===== src/hdl/hbs_pkg.sv =====
// Shared types and constants for the bucketed hash set.
// Holds the item and result structs, status codes and the controller states.
// No dependencies.
`timescale 1ns / 1ps

package hbs_pkg;

	localparam int HBS_BUCKETS  = 7;
	localparam int HBS_SLOTS    = 4;
	localparam int HBS_KEY_BITS = 16;

	// Fixed widths of the item and result fields.
	localparam int KEY_W    = 16;
	localparam int STATUS_W = 3;
	localparam int BUCKET_W = 3;

	localparam logic ACT_INSERT = 1'b0;
	localparam logic ACT_SEARCH = 1'b1;

	typedef enum logic [STATUS_W-1:0] {
		STAT_INSERTED  = 3'd0,
		STAT_PRESENT   = 3'd1,
		STAT_FOUND     = 3'd2,
		STAT_NOT_FOUND = 3'd3,
		STAT_FULL      = 3'd4
	} status_t;

	typedef struct packed {
		logic             action;
		logic [KEY_W-1:0] key;
	} item_t;

	typedef struct packed {
		status_t             status;
		logic [BUCKET_W-1:0] bucket;
	} result_t;

	typedef enum logic [1:0] {
		ST_IDLE,
		ST_CLEAR,
		ST_HASH,
		ST_UPDATE
	} state_t;

endpackage


===== src/hdl/hbs_mod.sv =====
// Three-stage pipeline that reduces a key modulo the bucket count.
// Uses a reciprocal multiply, a back-multiply and one correction step.
// Depends on hbs_pkg.
`timescale 1ns / 1ps

module hbs_mod #(
	parameter int BUCKETS  = 7,
	parameter int KW       = 16,
	parameter int BIW      = 3
) (
	input  logic           clk,
	input  logic           arst_n,
	input  logic           in_valid,
	input  logic [KW-1:0]  key,
	output logic           out_valid,
	output logic [BIW-1:0] bucket
);
	import hbs_pkg::*;

	localparam int BW    = (BUCKETS > 1) ? $clog2(BUCKETS) : 0;
	localparam int SHIFT = KW + BW;
	localparam int MW    = SHIFT + 1;
	localparam int PW    = KW + MW;
	localparam int EW    = KW + BIW + 1;
	localparam longint unsigned RECIP = (64'd1 << SHIFT) / BUCKETS;

	logic [PW-1:0] prod_s1;
	logic [KW-1:0] key_s1;
	logic [EW-1:0] qb_s2;
	logic [KW-1:0] key_s2;
	logic [KW-1:0] quot;
	logic [EW-1:0] rem_w;
	logic [EW-1:0] rem_c;
	logic          valid_s1, valid_s2, valid_s3;
	logic [BIW-1:0] bucket_s3;

	// The estimated quotient is the true one or one less, so the remainder
	// stays below twice the bucket count and one subtraction corrects it.
	assign quot  = prod_s1[SHIFT +: KW];
	assign rem_w = EW'(key_s2) - qb_s2;
	assign rem_c = (rem_w >= EW'(BUCKETS)) ? (rem_w - EW'(BUCKETS)) : rem_w;

	always_ff @(posedge clk or negedge arst_n) begin
		if (!arst_n) begin
			valid_s1 <= 1'b0;
			valid_s2 <= 1'b0;
			valid_s3 <= 1'b0;
		end else begin
			valid_s1 <= in_valid;
			valid_s2 <= valid_s1;
			valid_s3 <= valid_s2;
		end
	end

	always_ff @(posedge clk) begin
		key_s1    <= key;
		prod_s1   <= PW'(key) * PW'(RECIP);
		key_s2    <= key_s1;
		qb_s2     <= EW'(quot) * EW'(BUCKETS);
		bucket_s3 <= rem_c[BIW-1:0];
	end

	assign out_valid = valid_s3;
	assign bucket    = bucket_s3;

endmodule


===== src/hdl/hbs_ram.sv =====
// Single-port-write, single-port-read synchronous memory, one bucket row per entry.
// Read data is registered and appears in the cycle after the address. Depends on hbs_pkg.
`timescale 1ns / 1ps

module hbs_ram #(
	parameter int DEPTH = 7,
	parameter int WIDTH = 68,
	parameter int AW    = 3
) (
	input  logic             clk,
	input  logic             we,
	input  logic [AW-1:0]    waddr,
	input  logic [WIDTH-1:0] wdata,
	input  logic [AW-1:0]    raddr,
	output logic [WIDTH-1:0] rdata
);
	import hbs_pkg::*;

	logic [WIDTH-1:0] mem [DEPTH];
	logic [WIDTH-1:0] rdata_q;

	always_ff @(posedge clk) begin
		if (we) begin
			mem[waddr] <= wdata;
		end
		rdata_q <= mem[raddr];
	end

	assign rdata = rdata_q;

endmodule


===== src/hdl/bucketed_hash_set_insert_search.sv =====
// Top level of the bucketed hash set: controller, compare and update logic.
// Instantiates hbs_mod and hbs_ram; depends on hbs_pkg.
//
// Usage: an item (action, key) is taken at a rising edge where start is high
// and busy is low. The bucket is the key modulo BUCKETS. An insert reports a
// duplicate, appends the key to its bucket, or reports the bucket full and
// drops the key. A search reports found or not found.
// Each item gives exactly one result, shown on result for one cycle while
// done is high. The receiver cannot stall, so nothing is ever held back.
// The result is registered after the modulo pipeline, the memory read and
// the compare and write-back. Busy falls with done, so the next item can be
// taken at the edge that ends the done cycle. No new item is taken before
// the last one's result is out: the modulo pipeline and the read-modify-write
// of the bucket row in the row memory hold busy high until then.
// Each memory row holds all slots of one bucket plus its fill count.
// After reset the block runs a clearing pass that zeroes every row, one row
// a cycle, from row 0 up to row BUCKETS-1; busy stays high until it is done.
// Only one item is in flight, so a bucket write always lands before the
// next item reads any row.
`timescale 1ns / 1ps

module bucketed_hash_set_insert_search #(
	parameter int BUCKETS          = hbs_pkg::HBS_BUCKETS,
	parameter int SLOTS_PER_BUCKET = hbs_pkg::HBS_SLOTS,
	parameter int KEY_BITS         = hbs_pkg::HBS_KEY_BITS
) (
	input  logic             clk,
	input  logic             arst_n,
	input  logic             start,
	output logic             busy,
	input  hbs_pkg::item_t   item,
	output logic             done,
	output hbs_pkg::result_t result
);
	import hbs_pkg::*;

	// Keys arrive 16 bits wide, so at most 16 bits are ever stored.
	localparam int KW  = (KEY_BITS < KEY_W) ? KEY_BITS : KEY_W;
	localparam int BIW = (BUCKETS > 1) ? $clog2(BUCKETS) : 1;
	localparam int FW  = $clog2(SLOTS_PER_BUCKET + 1);
	localparam int RW  = SLOTS_PER_BUCKET * KW + FW;

	state_t         state_q, state_d;
	logic [BIW-1:0] clr_cnt_q;
	logic           clr_last;
	logic           accept;

	logic           action_q;
	logic [KW-1:0]  key_q;
	logic [BIW-1:0] bucket_q;
	logic           done_q;
	result_t        result_q;

	logic           mod_valid;
	logic [BIW-1:0] mod_bucket;

	logic           ram_we;
	logic [BIW-1:0] ram_waddr;
	logic [RW-1:0]  ram_wdata;
	logic [BIW-1:0] ram_raddr;
	logic [RW-1:0]  rd_row;

	logic [FW-1:0]  rd_fill;
	logic           hit;
	logic           do_insert;
	status_t        status_d;
	logic [RW-1:0]  new_row;
	logic [BIW+2:0] bucket_ext;

	assign accept = start && !busy;

	hbs_mod #(
		.BUCKETS (BUCKETS),
		.KW      (KW),
		.BIW     (BIW)
	) u_mod (
		.clk       (clk),
		.arst_n    (arst_n),
		.in_valid  (accept),
		.key       (item.key[KW-1:0]),
		.out_valid (mod_valid),
		.bucket    (mod_bucket)
	);

	hbs_ram #(
		.DEPTH (BUCKETS),
		.WIDTH (RW),
		.AW    (BIW)
	) u_ram (
		.clk   (clk),
		.we    (ram_we),
		.waddr (ram_waddr),
		.wdata (ram_wdata),
		.raddr (ram_raddr),
		.rdata (rd_row)
	);

	// The fill count sits above the slots; slots at or past it are stale.
	assign rd_fill  = rd_row[RW-1 -: FW];
	assign clr_last = (clr_cnt_q == BIW'(BUCKETS - 1));

	always_comb begin
		hit     = 1'b0;
		new_row = rd_row;
		for (int s = 0; s < SLOTS_PER_BUCKET; s++) begin
			if ((FW'(s) < rd_fill) && (rd_row[s*KW +: KW] == key_q)) begin
				hit = 1'b1;
			end
			if (FW'(s) == rd_fill) begin
				new_row[s*KW +: KW] = key_q;
			end
		end
		new_row[RW-1 -: FW] = rd_fill + FW'(1);
	end

	always_comb begin
		do_insert = 1'b0;
		if (action_q == ACT_INSERT) begin
			if (hit) begin
				status_d = STAT_PRESENT;
			end else if (rd_fill >= FW'(SLOTS_PER_BUCKET)) begin
				status_d = STAT_FULL;
			end else begin
				status_d  = STAT_INSERTED;
				do_insert = 1'b1;
			end
		end else begin
			status_d = hit ? STAT_FOUND : STAT_NOT_FOUND;
		end
	end

	// Next-state logic.
	always_comb begin
		state_d = state_q;
		case (state_q)
			ST_IDLE:   if (start) state_d = ST_HASH;
			ST_CLEAR:  if (clr_last) state_d = ST_IDLE;
			ST_HASH:   if (mod_valid) state_d = ST_UPDATE;
			ST_UPDATE: state_d = ST_IDLE;
			default:   state_d = ST_IDLE;
		endcase
	end

	// Controller outputs: memory port control and busy.
	always_comb begin
		busy      = (state_q != ST_IDLE);
		ram_we    = 1'b0;
		ram_waddr = bucket_q;
		ram_wdata = new_row;
		ram_raddr = mod_bucket;
		case (state_q)
			ST_CLEAR: begin
				ram_we    = 1'b1;
				ram_waddr = clr_cnt_q;
				ram_wdata = '0;
			end
			ST_UPDATE: begin
				ram_we = do_insert;
			end
			default: begin
				ram_we = 1'b0;
			end
		endcase
	end

	always_ff @(posedge clk or negedge arst_n) begin
		if (!arst_n) begin
			state_q   <= ST_CLEAR;
			clr_cnt_q <= '0;
			done_q    <= 1'b0;
		end else begin
			state_q <= state_d;
			done_q  <= (state_q == ST_UPDATE);
			if (state_q == ST_CLEAR) begin
				clr_cnt_q <= clr_cnt_q + BIW'(1);
			end
		end
	end

	assign bucket_ext = {3'b000, bucket_q};

	always_ff @(posedge clk) begin
		if (accept) begin
			action_q <= item.action;
			key_q    <= item.key[KW-1:0];
		end
		if (mod_valid) begin
			bucket_q <= mod_bucket;
		end
		if (state_q == ST_UPDATE) begin
			result_q.status <= status_d;
			result_q.bucket <= bucket_ext[BUCKET_W-1:0];
		end
	end

	assign done   = done_q;
	assign result = result_q;

	// A result only follows an update cycle.
	a_done_after_update: assert property (@(posedge clk) disable iff (!arst_n)
		done |-> $past(state_q == ST_UPDATE))
		else $error("result strobe without an update cycle");

	// The modulo pipeline only delivers while the controller waits for it.
	a_mod_in_hash: assert property (@(posedge clk) disable iff (!arst_n)
		mod_valid |-> (state_q == ST_HASH))
		else $error("bucket index arrived outside the hash state");

	// The reduced key always addresses an existing bucket.
	a_bucket_range: assert property (@(posedge clk) disable iff (!arst_n)
		mod_valid |-> ({1'b0, mod_bucket} < (BIW+1)'(BUCKETS)))
		else $error("bucket index out of range");

	// A bucket never holds more keys than it has slots.
	a_fill_range: assert property (@(posedge clk) disable iff (!arst_n)
		(state_q == ST_UPDATE) |-> (rd_fill <= FW'(SLOTS_PER_BUCKET)))
		else $error("fill count exceeds slot count");

	// No item is accepted while the clearing pass runs.
	a_clear_busy: assert property (@(posedge clk) disable iff (!arst_n)
		(state_q == ST_CLEAR) |-> busy)
		else $error("block idle during clearing pass");

endmodule


===== config.mk =====
export PLATFORM = sky130hd
export DESIGN_NAME = bucketed_hash_set_insert_search
export DESIGN_NICKNAME = d
export VERILOG_FILES = /design/src/hdl/hbs_pkg.sv /design/src/hdl/hbs_mod.sv /design/src/hdl/hbs_ram.sv /design/src/hdl/bucketed_hash_set_insert_search.sv
export SDC_FILE = /design/constraint.sdc
export NUM_CORES = 1
export LEC_CHECK = 0
export ABC_AREA = 1
export BUFFER_PORTS_ARGS = -buffer_cell sky130_fd_sc_hd__buf_2
export CAP_MARGIN = 10
export CORE_UTILIZATION = 40
export CTS_CLUSTER_DIAMETER = 200
export CTS_CLUSTER_SIZE = 40
export DETAILED_ROUTE_END_ITERATION = 8
export HOLD_SLACK_MARGIN = 0.03
export PLACE_DENSITY = 0.56
export SETUP_SLACK_MARGIN = 0.4
export SLEW_MARGIN = 20
export SYNTH_ARGS = -nofsm -noshare
export SYNTH_HDL_FRONTEND = slang
export SYNTH_SLANG_ARGS = --single-unit

===== constraint.sdc =====
create_clock -name clk -period 5.8 [get_ports clk]
set_input_delay 1.16 -clock clk [delete_from_list [all_inputs] [get_ports clk]]
set_output_delay 1.16 -clock clk [all_outputs]
set_load 0.005 [all_outputs]

==> results of run 1 <==
[cells in the mapped netlist]
master	n
sky130_fd_sc_hd__inv_2	4
sky130_fd_sc_hd__nand2_1	452
sky130_fd_sc_hd__a221oi_1	1
sky130_fd_sc_hd__and2_1	3
sky130_fd_sc_hd__nand3_1	45
sky130_fd_sc_hd__and3_1	2
sky130_fd_sc_hd__a21oi_2	1
sky130_fd_sc_hd__o21ai_0	295
sky130_fd_sc_hd__o31ai_1	1
sky130_fd_sc_hd__xnor2_1	23
sky130_fd_sc_hd__o21bai_1	2
sky130_fd_sc_hd__a211oi_1	2
sky130_fd_sc_hd__clkinv_1	4
sky130_fd_sc_hd__ha_1	140
sky130_fd_sc_hd__edfxtp_1	495
sky130_fd_sc_hd__xor2_1	35
sky130_fd_sc_hd__nand3b_1	1
sky130_fd_sc_hd__o211ai_1	4
sky130_fd_sc_hd__a31oi_1	3
sky130_fd_sc_hd__buf_2	19
sky130_fd_sc_hd__nor4_1	2
sky130_fd_sc_hd__or2_2	7
sky130_fd_sc_hd__o22ai_1	74
sky130_fd_sc_hd__a21oi_1	253
sky130_fd_sc_hd__fa_1	51
sky130_fd_sc_hd__nand4_1	21
sky130_fd_sc_hd__nor3_1	14
sky130_fd_sc_hd__nor2_1	243
sky130_fd_sc_hd__o2111ai_1	2
sky130_fd_sc_hd__nand2_2	4
sky130_fd_sc_hd__a22o_1	1
sky130_fd_sc_hd__a21o_1	5
sky130_fd_sc_hd__o21ai_1	11
sky130_fd_sc_hd__inv_1	234
sky130_fd_sc_hd__or4_1	1
sky130_fd_sc_hd__buf_1	10
sky130_fd_sc_hd__a21boi_0	1
sky130_fd_sc_hd__dfrtp_1	8
sky130_fd_sc_hd__dfstp_2	1
sky130_fd_sc_hd__nor2_2	6
sky130_fd_sc_hd__dfxtp_1	133
sky130_fd_sc_hd__nand3_2	1
sky130_fd_sc_hd__clkbuf_1	82
sky130_fd_sc_hd__a31o_2	1
sky130_fd_sc_hd__o221ai_1	3
[cells by family (layout without fill, tap and decap cells)]
group | after synthesis | count (layout)
and+or+nand+nor | 802 | 802
AOI/OAI and AO/OA | 660 | 660
DFF | 637 | 637
buffers and inverters | 353 | 325
adders and majority gates | 191 | 191
xor gates and xnor gates | 58 | 58
[state kept, by name, indices dropped and copies added (netlist names), 2 cells and up]
name	count
u_ram.rdata	67
result	6
u_mod.bucket	3
u_mod.key_s2	16
u_ram.mem	469
u_mod.prod_s1	14
u_mod.qb_s2	17
bucket_q	3
key_q	16
u_mod.key_s1	16
state_q	2
clr_cnt_q	3
[through the flow]
step / std cells / setup slack, ps / power (mW) / hold WS (ps) / area, sq um
global route: 3623 / 708.4 / 16.82 / 355.2 / 30920
detailed placement: 3590 / 333.3 / 13.74 / 317.2 / 30360
floorplan: 2701 / 639.1 / 11.68 / 309.6 / 29060
global placement: 3590 / 365.1 / 13.59 / 315.9 / 30360
CTS: 3623 / 961.2 / 15.67 / 345.2 / 30910
finish: 3623 / 970.4 / 15.58 / 347.7 / 30920
[cell type report]
| class | count | area share, % |
|---|---|---|
| Timing Repair Buffer | 50 | 1.400 |
| Multi-Input combinational cell | 1711 | 32.55 |
| Tap cell | 950 | 3.844 |
| Clock buffer | 32 | 1.696 |
| Sequential cell | 637 | 57.44 |
| Clock inverter | 1 | 0.09712 |
| Inverter | 242 | 2.974 |
[power by group]
group,internal [mW],total [mW],switching [mW],leakage [nW]
registers,6.16,6.60,0.449,5.70
logic,2.26,7.04,4.78,5.83
clock network,0.680,1.94,1.26,0.264
total,9.09,15.6,6.49,11.8
[worst max-delay path by stage]
stage / from / to / slack, ps / depth (start not counted)
after detailed placement: item[4] / u_mod.prod_s1[27] / 330 / 19
after floorplan: state_q[0] / u_ram.mem[1][0] / 640 / 10
after CTS: item[4] / u_mod.prod_s1[27] / 960 / 19
final: item[4] / u_mod.prod_s1[27] / 970 / 19
after global placement: item[4] / u_mod.prod_s1[30] / 370 / 20
after global routing: item[1] / u_mod.prod_s1[27] / 710 / 19
[layer usage]
metal	wire length, um	part of all wire (%)	vias up	global-route usage, %
met2	34080	48	456	32.45
met1	32280	45	9457	26.68
met3	3855	5.4	62	1.902
met4	1528	2.1	0	4.317
met5	0	0	-	0
li1	-	-	9210	-
[worst max-delay path: stages]
cell and delay [ps]:
sky130_fd_sc_hd__buf_2 130, sky130_fd_sc_hd__ha_1 320, sky130_fd_sc_hd__inv_1 90, sky130_fd_sc_hd__fa_1 510, sky130_fd_sc_hd__inv_1 80, sky130_fd_sc_hd__fa_1 480
sky130_fd_sc_hd__fa_1 510, sky130_fd_sc_hd__inv_1 50, sky130_fd_sc_hd__fa_1 530, sky130_fd_sc_hd__inv_1 40, sky130_fd_sc_hd__ha_1 300, sky130_fd_sc_hd__nand2_1 110
sky130_fd_sc_hd__inv_1 70, sky130_fd_sc_hd__nand2_1 60, sky130_fd_sc_hd__nor3_1 320, sky130_fd_sc_hd__nand4_1 170, sky130_fd_sc_hd__nand3_1 150, sky130_fd_sc_hd__a21oi_1 100
sky130_fd_sc_hd__xnor2_1 130
==> flow_results.org, run 1 <==
** Setup path
- Kind of launch point of the worst setup path :: input pin
- The worst register-to-register path has a setup slack of 1590 ps.
- The setup path with the least slack is of type in2reg.
- Worst endpoint required time :: 6280 ps
- At the worst endpoint, the arrival time is ~5300 ps.
- The worst setup path is captured at a flop.
- The worst register-to-register path ends at u_ram.mem[5][7].
- In this run the worst path has a maximum fanout of 4.
- In this run the critical register-to-register path is launched from key_q[7].
- Reg2Reg Depth :: 11

** Synthesis
- Adder and majority gate portion of the synthesized area :: 9.540%
- Cell taking the most area after synthesis :: sky130_fd_sc_hd__edfxtp_1
- The portion of synthesized area spent on multiplexers is 0%.
- After synthesis the netlist holds a flip-flop and latch count of around 640.
- Post-synthesis cell area :: about 29000 sq um
- Proportion of synthesized chip area in sequential cells :: 61.08%
- Count of warnings emitted by yosys :: 0
- Number of nets produced by synthesis :: 2912
- Fraction of the mapped netlist area in compound gates :: 11.94%
- After synthesis, the largest family of logic cells by area is compound AO/OA/AOI/OAI gates.
- Synthesized netlist cell count :: ~2.7k
- Count of different cell masters after synthesis :: 45
- The synthesized netlist devotes 1.748% of its cell area to XOR and XNOR gates.
- Summing the areas of all and, or, nand and nor instances in the mapped netlist gives 11.05% of the synthesized area.
- Mean instance size in the synthesized netlist :: 10.76 sq um
- By area the synthesized netlist is led by sky130_fd_sc_hd__edfxtp_1 (51%), sky130_fd_sc_hd__dfxtp_1 (9.2%), sky130_fd_sc_hd__ha_1 (6.0%).
- The top cell type by area accounts for between 50% and 60% of the synthesized area.

** Pwr
- Pwr/cell area :: between 500 and 600 nW/um^2
- The analysis attributes to cell leakage a power of 11.79 nW.
- VDD sags by at most 0.3037 mV.

** Global routing
- GRT Resource Usage Total :: 19.21%
- Initial antenna violation count :: 1
- Number of global-route vias before repair :: about 19k
- Pin count of the biggest net entering global routing :: 159
- Summed over all layers, the global routing overflow is 0.
- The first global-routing pass estimated 109.5 mm of wire.

** Final layout
- Diode count :: 0
- The area growth from synthesis to layout is 6.384%.
- Registers take 17760 sq um.
- In the final design database the tool counted between 2k and 3k nets.
- Area of combinational cells with multiple inputs :: 10060 sq um
- Fraction of layout cells with a size suffix above 1 :: about 4.2%
- Commonest non-fill, non-tap cells in the layout :: sky130_fd_sc_hd__edfxtp_1 (495), sky130_fd_sc_hd__nand2_1 (452), sky130_fd_sc_hd__o21ai_0 (295), sky130_fd_sc_hd__a21oi_1 (246), sky130_fd_sc_hd__nor2_1 (240)
- Fill cells in the final layout number 6691.
- Fraction of the core area covered by cells at the end of the flow :: 43.10%
- Most common cell after layout, fill and taps aside :: sky130_fd_sc_hd__edfxtp_1

** Floorplanning
- Row Count :: 98
- Core box area :: a little over 70000 sq um
- 28 I/O pins were placed.
- Measured along the y axis, the die boundary spans 271.6 um.
- The die covers 73740 sq um.
- Die width :: between 200 and 300 um
- Initial core utilization :: 40.52%

** Placed design
- Detailed placer's ending HPWL :: ~45 mm
- Number of buffers added on ports :: 27
- Final weighted congestion of routability-driven global placement :: approximately 0.85

** Routing
- The first routing iteration left 1458 violations.
- Wires add up to between 70 and 80 mm.
- Number of detailed-routing iterations run before antenna repair :: 6
- In the final routed layout, each cell accounts on average for 19.80 um.
- Via Count :: between 15k and 20k
- Routed via count divided by cell count :: around 5.3
- In the routed design, unresolved DRC markers number 0.
- Antenna-violating nets left :: 0

** Timing
- Setup repair after global routing missed its margin :: no
- The total count of hold-check failures in the final report came to 0.
- Shortest clock period the worst path allows after layout :: 4830 ps
- Final count of pins violating max slew :: 0
- The clock arrives with 19.27 ps of skew.
- Measured against its own limit, the worst slew margin works out to 27.99%.
- Period utilization :: 83.27%
- At the pin with the least slew margin, the transition time is 1080 ps.
- Setup TNS Final :: 0 ps
- Setup violations remaining at the end of the flow were counted as 0.
- Upper clock frequency limit :: 0.2071 GHz

** Clock network
- Library cell used as clock root buffer :: sky130_fd_sc_hd__clkbuf_16
- In this run, post-CTS hold repair placed 0 buffers.
- Number of buffers created by CTS :: 19
- Clock latency reported for the late side of the worst-skew pair :: 580 ps
- Clock-pin slew on the worst setup and hold paths :: about 140 ps
- CTS tree :: built
- The longest clock path from root to sink contains 3 buffers.
- CTS built an H-tree with a depth of 1.
- For this design, the sink count on the clock tree is between 600 and 700.
- Post-CTS sizing :: 0
- After clock tree synthesis, the setup repair step added 0 buffers.

** Run
- The tool flagged a number of max-cap violations equal to 0.

** Status
- The flow ran to the end, and the final reports show no timing, DRC or antenna violations.

** Min path
- The path class of the tightest hold or removal check is reg2reg.
- The startpoint identified for the worst hold timing path is u_mod.key_s1[13].
- Worst hold path cell count :: 0
- The worst hold path terminates at u_mod.key_s2[13].
No activity file was read; power rests on OpenSTA's default activity.
==> run 2: changes to the inputs <==
--- a/config.mk
+++ b/config.mk
@@ -13,7 +13,7 @@
 export CTS_CLUSTER_SIZE = 40
 export DETAILED_ROUTE_END_ITERATION = 8
 export HOLD_SLACK_MARGIN = 0.03
-export PLACE_DENSITY = 0.56
+export PLACE_DENSITY = 0.58
 export SETUP_SLACK_MARGIN = 0.4
 export SLEW_MARGIN = 20
 export SYNTH_ARGS = -nofsm -noshare
==> constraint.sdc (replaced) <==
create_clock -name clk -period 4.12 [get_ports clk]
set_input_delay 0.824 -clock clk [delete_from_list [all_inputs] [get_ports clk]]
set_output_delay 0.824 -clock clk [all_outputs]
set_load 0.005 [all_outputs]
==> run 2 against run 1 <==
Compared with the run above: clock power rose by 40%; power rose by 51%; flip-flop and latch count did not move; sequential share of layout area fell by 2.9 points; largest cell class unchanged.
==> flow_results.org, run 2 (synthesis gave the netlist of run 1 again) <==
** Clock network
- Clock tree synthesis selected as its root buffer the cell sky130_fd_sc_hd__clkbuf_16.
- In this run the number of H-tree levels came out at 1.
- The clock reaches the later pin of the worst-skew pair after about 600 ps.
- After clock tree synthesis, the clock-pin slew on the worst setup and hold paths is ~150 ps.
- TritonCTS built the clock tree.
- The clock drives 637 sinks.
- The clock passes through at most 3 buffers.
- The number of hold buffers added after CTS was 0.
- In this run, CTS created clock tree buffers numbering 19.

** Placed design
- Detailed placer's ending HPWL :: 44.78 mm
- Final weighted congestion of routability-driven global placement :: 0.8675
- Cell area after placement :: 31540 sq um
- DP Worst Slack :: -576.8 ps
- Cell total after placement :: 3693
- Number of buffers added on ports :: 27

** Global routing
- GRT Resource Usage Total :: 19.27%
- Overall overflow remaining after global route :: 0
- The number of global-route vias before repair came to 19.29k.
- The initial antenna violation count is 1.
- Global-route wire length before repair :: 111.1 mm
- Pin count of the biggest net entering global routing :: 203

** Final layout
- Total area of sequential cells :: 17760 sq um
- Layout Cells excl Fill :: 3744
- Commonest non-fill, non-tap cells in the layout :: sky130_fd_sc_hd__edfxtp_1 (495), sky130_fd_sc_hd__nand2_1 (434), sky130_fd_sc_hd__o21ai_0 (290), sky130_fd_sc_hd__nor2_1 (234), sky130_fd_sc_hd__a21oi_1 (234)
- Fillcell total :: 6603
- In the final layout, the multi-input gates occupy 10700 sq um.
- At the end of the flow the core is filled with cells to roughly 45%.
- The finished cells cover 32590 sq um.
- Max reg flops :: ~470
- Area added between synthesis and finish :: 12.12%
- More flip-flops sit in one register than any other, and that register is u_ram.mem.
- Of the cells placed in the final design, the portion with a size suffix greater than 1 is 11.70%.
- Most common cell after layout, fill and taps aside :: sky130_fd_sc_hd__edfxtp_1
- For this run, the post-layout net count is between 2k and 3k.
- Diode count :: 0

** Floorplanning
- The floorplan step set the die width to 271.6 um.
- Initial core utilization :: 40.52%
- Overall die height :: around 270 um
- Row Count :: 98
- 28 I/O pins were placed.
- Die area :: 73740 sq um
- The core region is 71730 sq um.

** Timing
- Period utilization :: 97.03%
- Final count of pins violating max slew :: 0
- In the post-route analysis, the smallest setup slack over all paths is 122.3 ps.
- Measured against its own limit, the worst slew margin works out to 11.38%.
- Layout Skew :: 36.52 ps
- On the final layout, the worst hold slack is 42.30 ps.
- Timing would allow up to 0.2501 GHz.
- Final Hold Viols :: 0
- The worst path needs 3998 ps of the cycle, external delays included.
- Setup violations remaining at the end of the flow were counted as 0.
- Setup repair after global routing could not meet its margin everywhere.
- Actual transition at the worst max-transition pin :: ~1300 ps

** Setup path
- Critical path data arrival time :: 4500 ps
- For the worst setup path, the data required time is 4620 ps.
- Critical Setup Path Class :: in2reg
- Kind of launch point of the worst setup path :: input pin
- Kind of end point of the critical path :: flop
- Highest net fanout along the worst path :: 3

** Routing
- In this run the remaining antenna-violating nets after routing total 0.
- The first detailed-routing pass took 6 iterations.
- Via Count :: 19.74k
- Detailed Route Iter0 Violations :: between 1.5k and 2k
- Number of remaining DRC errors :: 0
- Total routed wirelength :: 71.85 mm
- In the final routed layout, each cell accounts on average for 19.19 um.
- Routed via count divided by cell count :: 5.273

** Min path
- In this run the worst hold path is classified as in2async.

** Pwr
- In this run switching power makes up about two fifths of total power.
- Portion of total power attributed to the clock network :: around 12%
- Combinational power share :: 49.2%
- For this design the ratio of total power to cell area is around 720 nW/um^2.
- Internal :: 13.77 mW
- Sw Pwr :: ~10 mW
- In this run the static leakage power is roughly 12 nW.
- Register share of total power :: between 30% and 40%
- Across the VDD grid, the largest voltage drop is 0.7094 mV.

** Status
- Outcome :: complete, no violations

** Run
- Across the run, the number of max-cap violations was 0.
run 2: cell types whose count changed in the layout (fill, tap and decap cells not counted), moves of 6 or more:
cell                      previous run  this run
sky130_fd_sc_hd__ha_1              140       113
sky130_fd_sc_hd__a21oi_2             1        12
sky130_fd_sc_hd__buf_12             10        17
sky130_fd_sc_hd__a21oi_1           246       234
sky130_fd_sc_hd__nor2_1            240       234
sky130_fd_sc_hd__buf_6               0         9
sky130_fd_sc_hd__inv_1             231       218
sky130_fd_sc_hd__nand2_1           452       434
sky130_fd_sc_hd__nand2_2             4        16
sky130_fd_sc_hd__inv_2               5        16
sky130_fd_sc_hd__ha_4                0        27
sky130_fd_sc_hd__buf_4              13       118
run 2: final cells by class:
class	count	share of cell area (%)
Sequential cell	637	54.50
Multi-Input combinational cell	1711	32.83
Timing Repair Buffer	170	4.542
Tap cell	950	3.648
Inverter	242	2.830
Clock buffer	32	1.609
Clock inverter	2	0.04224
run 2: timing repair:
item	4_1_cts	5_1_grt
pin swaps	45	21
resized for setup	51	29
setup endpoints to repair	14	14
setup buffers	13	4
run 2: critical path, stage by stage:
cell	delay, ps
sky130_fd_sc_hd__buf_8	100
sky130_fd_sc_hd__ha_4	270
sky130_fd_sc_hd__inv_4	30
sky130_fd_sc_hd__fa_1	490
sky130_fd_sc_hd__inv_2	50
sky130_fd_sc_hd__fa_1	450
sky130_fd_sc_hd__fa_1	490
sky130_fd_sc_hd__inv_1	50
sky130_fd_sc_hd__fa_1	490
sky130_fd_sc_hd__inv_2	50
sky130_fd_sc_hd__ha_4	230
sky130_fd_sc_hd__nand2_2	60
sky130_fd_sc_hd__nand2_2	70
sky130_fd_sc_hd__a21oi_2	130
sky130_fd_sc_hd__nor2_1	70
sky130_fd_sc_hd__nor2_1	150
sky130_fd_sc_hd__nor2_1	80
sky130_fd_sc_hd__a211oi_2	190
sky130_fd_sc_hd__nand2_1	90
sky130_fd_sc_hd__xor2_1	140
run 2: worst paths after layout:
kind,startpoint,endpoint,slack [ps],cells after the start
worst min register to register,u_mod.key_s1[15],u_mod.key_s2[15],330,0
worst max-delay path,item[1],u_mod.prod_s1[30],120,20
worst max register to register,key_q[5],u_ram.mem[4][27],590,13
min in group clk,u_mod.key_s1[15],u_mod.key_s2[15],330,0
max in group asynchronous,arst_n,state_q[0],3830,1
worst min-delay path,arst_n,done,40,1
run 2: power by group through the flow:
stage               Clock (mW)  Combinational, mW  Sequential, mW
floorplan                    0               7.80            9.09
global placement             0               10.7            9.37
detailed placement           0               10.9            9.37
CTS                       2.78               11.3            9.23
global route              2.98               13.0            9.31
finish                    2.72               11.6            9.23
run 2: layer usage:
layer | track usage, % | up-vias | share of wire, %
li1 | - | 9479 | -
met1 | 27.91 | 9655 | 47
met2 | 31.66 | 538 | 46
met3 | 1.875 | 71 | 5.3
met4 | 3.489 | 0 | 1.6
met5 | 0 | - | 0
run 2: through the flow:
stage               power [mW]  TNS [ps]
floorplan                16.90   -205440
global placement         20.02     -6043
detailed placement       20.30     -6548
CTS                      23.35         0
global route             25.29         0
finish                   23.53         0
==> run 3: changes to the inputs <==
--- a/config.mk
+++ b/config.mk
@@ -9,6 +9,7 @@
 export BUFFER_PORTS_ARGS = -buffer_cell sky130_fd_sc_hd__buf_2
 export CAP_MARGIN = 10
 export CORE_UTILIZATION = 40
+export CTS_BUF_LIST = sky130_fd_sc_hd__clkbuf_4
 export CTS_CLUSTER_DIAMETER = 200
 export CTS_CLUSTER_SIZE = 40
 export DETAILED_ROUTE_END_ITERATION = 8
==> constraint.sdc (replaced) <==
create_clock -name clk -period 3.3 [get_ports clk]
set_input_delay 0.66 -clock clk [delete_from_list [all_inputs] [get_ports clk]]
set_output_delay 0.66 -clock clk [all_outputs]
set_load 0.005 [all_outputs]
==> run 3 against run 2 <==
Compared with the run above: the flow now finishes with violations (setup timing); setup slack lost 290 ps; first-iteration DRC count shrank 0.47%; die area unchanged; wire length grew 6.0%; worst hold slack improved by 89 ps; register-to-register slack worse by 120 ps; clock power fell by 3%; flip-flop and latch count did not move; critical path depth did not move; critical endpoint unchanged; highest routed layer is now met5.
==> flow_results.org, run 3 (synthesis gave the netlist of run 1 again) <==
** Routing
- The pre-antenna-repair detailed-routing pass consisted of 6 iterations.
- After detailed routing, the average wire length per cell comes to 19.78 um.
- Via Count :: 20.33k
- The final layout contains routed wiring with a total length of 76.19 mm.
- After the first detailed-routing iteration, the DRC count stood at 1886.
- In this run the remaining antenna-violating nets after routing total 0.
- Dividing the detail-routed via count by the number of cells gives 5.279.
- Number of remaining DRC errors :: 0

** Timing
- Layout Skew :: roughly 120 ps
- Setup Viol. Count Final :: 12
- Relative slew slack :: 50.89%
- The total count of hold-check failures in the final report is 0.
- Final count of pins violating max slew :: 0
- Actual transition at the worst max-transition pin :: 736.7 ps
- Once routing completed, OpenROAD measured the worst setup slack at -172.5 ps.
- Static timing analysis puts the maximum clock frequency at 0.2880 GHz.
- Setup repair after global routing missed its margin :: yes
- Shortest clock period the worst path allows after layout :: 3472 ps
- Period utilization :: 105.2%

** Pwr
- Combinational cells account for 50.9% of the total power.
- Internal power comes to 16.70 mW.
- Sequential cells burn about two fifths of the power.
- For this design the static power due to leakage is approximately 13 nW.
- In this run the power spent charging and discharging nets is approximately 12 mW.
- In this run, the clock network consumes under 10% of the power.
- Sw Share :: around 42%
- Peak ir drop on the vdd network :: 0.5766 mV
- In this run the power density over the cells is 858.5 nW/um^2.
- Total power after layout :: 28.89 mW

** Floorplanning
- Core box area :: 71730 sq um
- Io pins :: 28
- The die covers around 74000 sq um.
- Measured along the y axis, the die boundary spans 271.6 um.
- Measured along the x axis, the die boundary spans 271.6 um.
- Row generation in the floorplan step produced between 90 and 100 rows.
- The initial utilization of the core area, before any placement, comes to 40.52%.

** Final layout
- Register bank with the most flops :: u_ram.mem
- Final-stage net count :: 3097
- Final non-filler cell area :: ~34000 sq um
- The area growth from synthesis to layout is 15.79%.
- In the layout the commonest cells are sky130_fd_sc_hd__edfxtp_1 (495), sky130_fd_sc_hd__nand2_1 (432), sky130_fd_sc_hd__o21ai_0 (285), sky130_fd_sc_hd__nor2_1 (232), sky130_fd_sc_hd__a21oi_1 (231).
- Most common cell after layout, fill and taps aside :: sky130_fd_sc_hd__edfxtp_1
- Max reg flops :: 469
- Fraction of layout cells with a size suffix above 1 :: between 10% and 20%

** Setup path
- Critical register-to-register path endpoint :: u_ram.mem[6][4]
- Startpoint of the most critical register-to-register path :: key_q[7]
- STA puts the critical path data required time at 4170 ps.
- Reg2Reg Depth :: 14
- Reg2Reg Setup Slack :: about 470 ps
- In this run the worst path has a maximum fanout of 3.
- The worst setup path is launched from an input pin.
- Data arrives at the worst endpoint at 4350 ps.
- Kind of end point of the critical path :: flop
- The worst setup path is of the in2reg kind.

** Clock network
- CTS tree :: built
- No sink is reached through more buffers than the 3 on the longest clock path.
- Clock Sink Count :: 637
- The cell sitting at the root of the clock tree is a sky130_fd_sc_hd__clkbuf_4.
- Clock latency reported for the late side of the worst-skew pair :: between 900 and 1000 ps
- Clock-pin slew on the worst setup and hold paths :: 360 ps
- In this run the number of H-tree levels came out at 1.
- Number of buffers created by CTS :: 19

** Global routing
- The number of global-route vias before repair is 19.89k.
- GRT Resource Usage Total :: 20.17%
- Pin count of the biggest net entering global routing :: approximately 150
- The first global-routing pass estimated 115.1 mm of wire.
- Global routing finished with a remaining overflow of 0.
- The initial antenna violation count came to 5.

** Placed design
- Detailed placer's ending HPWL :: 48.09 mm
- Cell area after placement :: 31800 sq um
- In this run the tool buffered the top-level ports with 27 buffer cells.
- Final weighted congestion of routability-driven global placement :: 0.8734

** Min path
- Class of the tightest hold or removal check :: in2reg
- Worst-case hold path end point :: u_mod.key_s1[11]
- Counting instances, the worst hold path has a depth of 3.
- The startpoint identified for the worst hold timing path is item[11].

** Status
- The checks that failed: setup timing.
- Outcome :: finished with violations

** Run
- Max-cap violations in this run came to 0.
==> run 3: cell types whose count changed in the layout (fill, tap and decap cells not counted), moves of 5 or more <==
cell,previous run,this run
sky130_fd_sc_hd__clkbuf_4,1,33
sky130_fd_sc_hd__buf_6,9,20
sky130_fd_sc_hd__clkbuf_16,19,5
sky130_fd_sc_hd__buf_4,118,169
sky130_fd_sc_hd__inv_1,218,213
sky130_fd_sc_hd__buf_12,17,33
sky130_fd_sc_hd__o21ai_0,290,285
sky130_fd_sc_hd__clkbuf_1,13,0
sky130_fd_sc_hd__dlygate4sd3_1,0,21
sky130_fd_sc_hd__o21ai_1,12,18
==> run 3: metrics by stage <==
stage                     std cells  hold slack (ps)  worst slack (ps)  TNS (ps)  util [%]
after floorplan                2701            309.6            -858.9     -9843         -
final                          3851            131.5            -172.5    -942.5     46.92
after CTS                      3815            52.20            -66.49    -272.7     46.11
after global routing           3851            75.56            -284.3     -2109     46.92
after global placement         3731            310.6             -1233    -15840     44.33
after detailed placement       3731            313.5             -1269    -16450     44.33
==> run 3: worst max-delay path by stage <==
stage	from	end
finish	item[4]	u_mod.prod_s1[30]
global route	item[4]	u_mod.prod_s1[30]
CTS	item[4]	u_mod.prod_s1[26]
detailed placement	item[5]	u_mod.prod_s1[23]
global placement	item[4]	u_mod.prod_s1[30]
floorplan	item[1]	u_mod.prod_s1[30]
==> run 3: repair_timing <==
item / in CTS / in global routing
setup buffers: 27 / 27
hold endpoints to repair: 33 / 0
gates resized for setup: 96 / 51
endpoints found under the setup margin: 473 / 464
cloned: 2 / 7
pin swaps: 62 / 34
hold buffers: 21 / 0
==> run 3: power by group through the flow <==
stage	Combinational, mW	Clock (mW)	Sequential [mW]
2_1_floorplan	9.47	0	11.4
5_1_grt	16.5	2.93	11.6
6_report	14.7	2.64	11.5
4_1_cts	14.5	2.72	11.5
3_5_place_dp	13.6	0	11.7
3_3_place_gp	13.2	0	11.7
==> run 3: area by class of cell <==
class | count | area (sq um)
clock inverter | 2 | 33.78
sequential | 637 | 17760
inverter | 242 | 945.9
timing repair buffer | 275 | 2705
fill | 6534 | 38080
clock buffer | 32 | 240.2
tap | 950 | 1189
antenna | 2 | 5.005
multi-input combinational | 1711 | 10770
==> run 3: critical path, cell delays in order <==
cell	delay, ps
sky130_fd_sc_hd__buf_8	100
sky130_fd_sc_hd__ha_4	270
sky130_fd_sc_hd__inv_4	30
sky130_fd_sc_hd__fa_1	480
sky130_fd_sc_hd__inv_2	50
sky130_fd_sc_hd__fa_1	450
sky130_fd_sc_hd__fa_1	490
sky130_fd_sc_hd__inv_1	50
sky130_fd_sc_hd__fa_1	490
sky130_fd_sc_hd__inv_2	50
sky130_fd_sc_hd__ha_4	240
sky130_fd_sc_hd__nand2_2	60
sky130_fd_sc_hd__nand2_2	60
sky130_fd_sc_hd__a21oi_2	150
sky130_fd_sc_hd__nor2_1	70
sky130_fd_sc_hd__nor2_1	160
sky130_fd_sc_hd__nor2_1	90
sky130_fd_sc_hd__a211oi_2	150
sky130_fd_sc_hd__nand2_1	90
sky130_fd_sc_hd__xor2_1	140
==> run 3: routing by layer <==
| layer | wire length [um] | track usage [%] | up-vias |
|---|---|---|---|
| li1 | - | - | 9683 |
| met1 | 34210 | 28.26 | 9930 |
| met2 | 35250 | 33.28 | 624 |
| met3 | 4896 | 2.839 | 88 |
| met4 | 1801 | 4.332 | 4 |
| met5 | 27 | 0 | - |
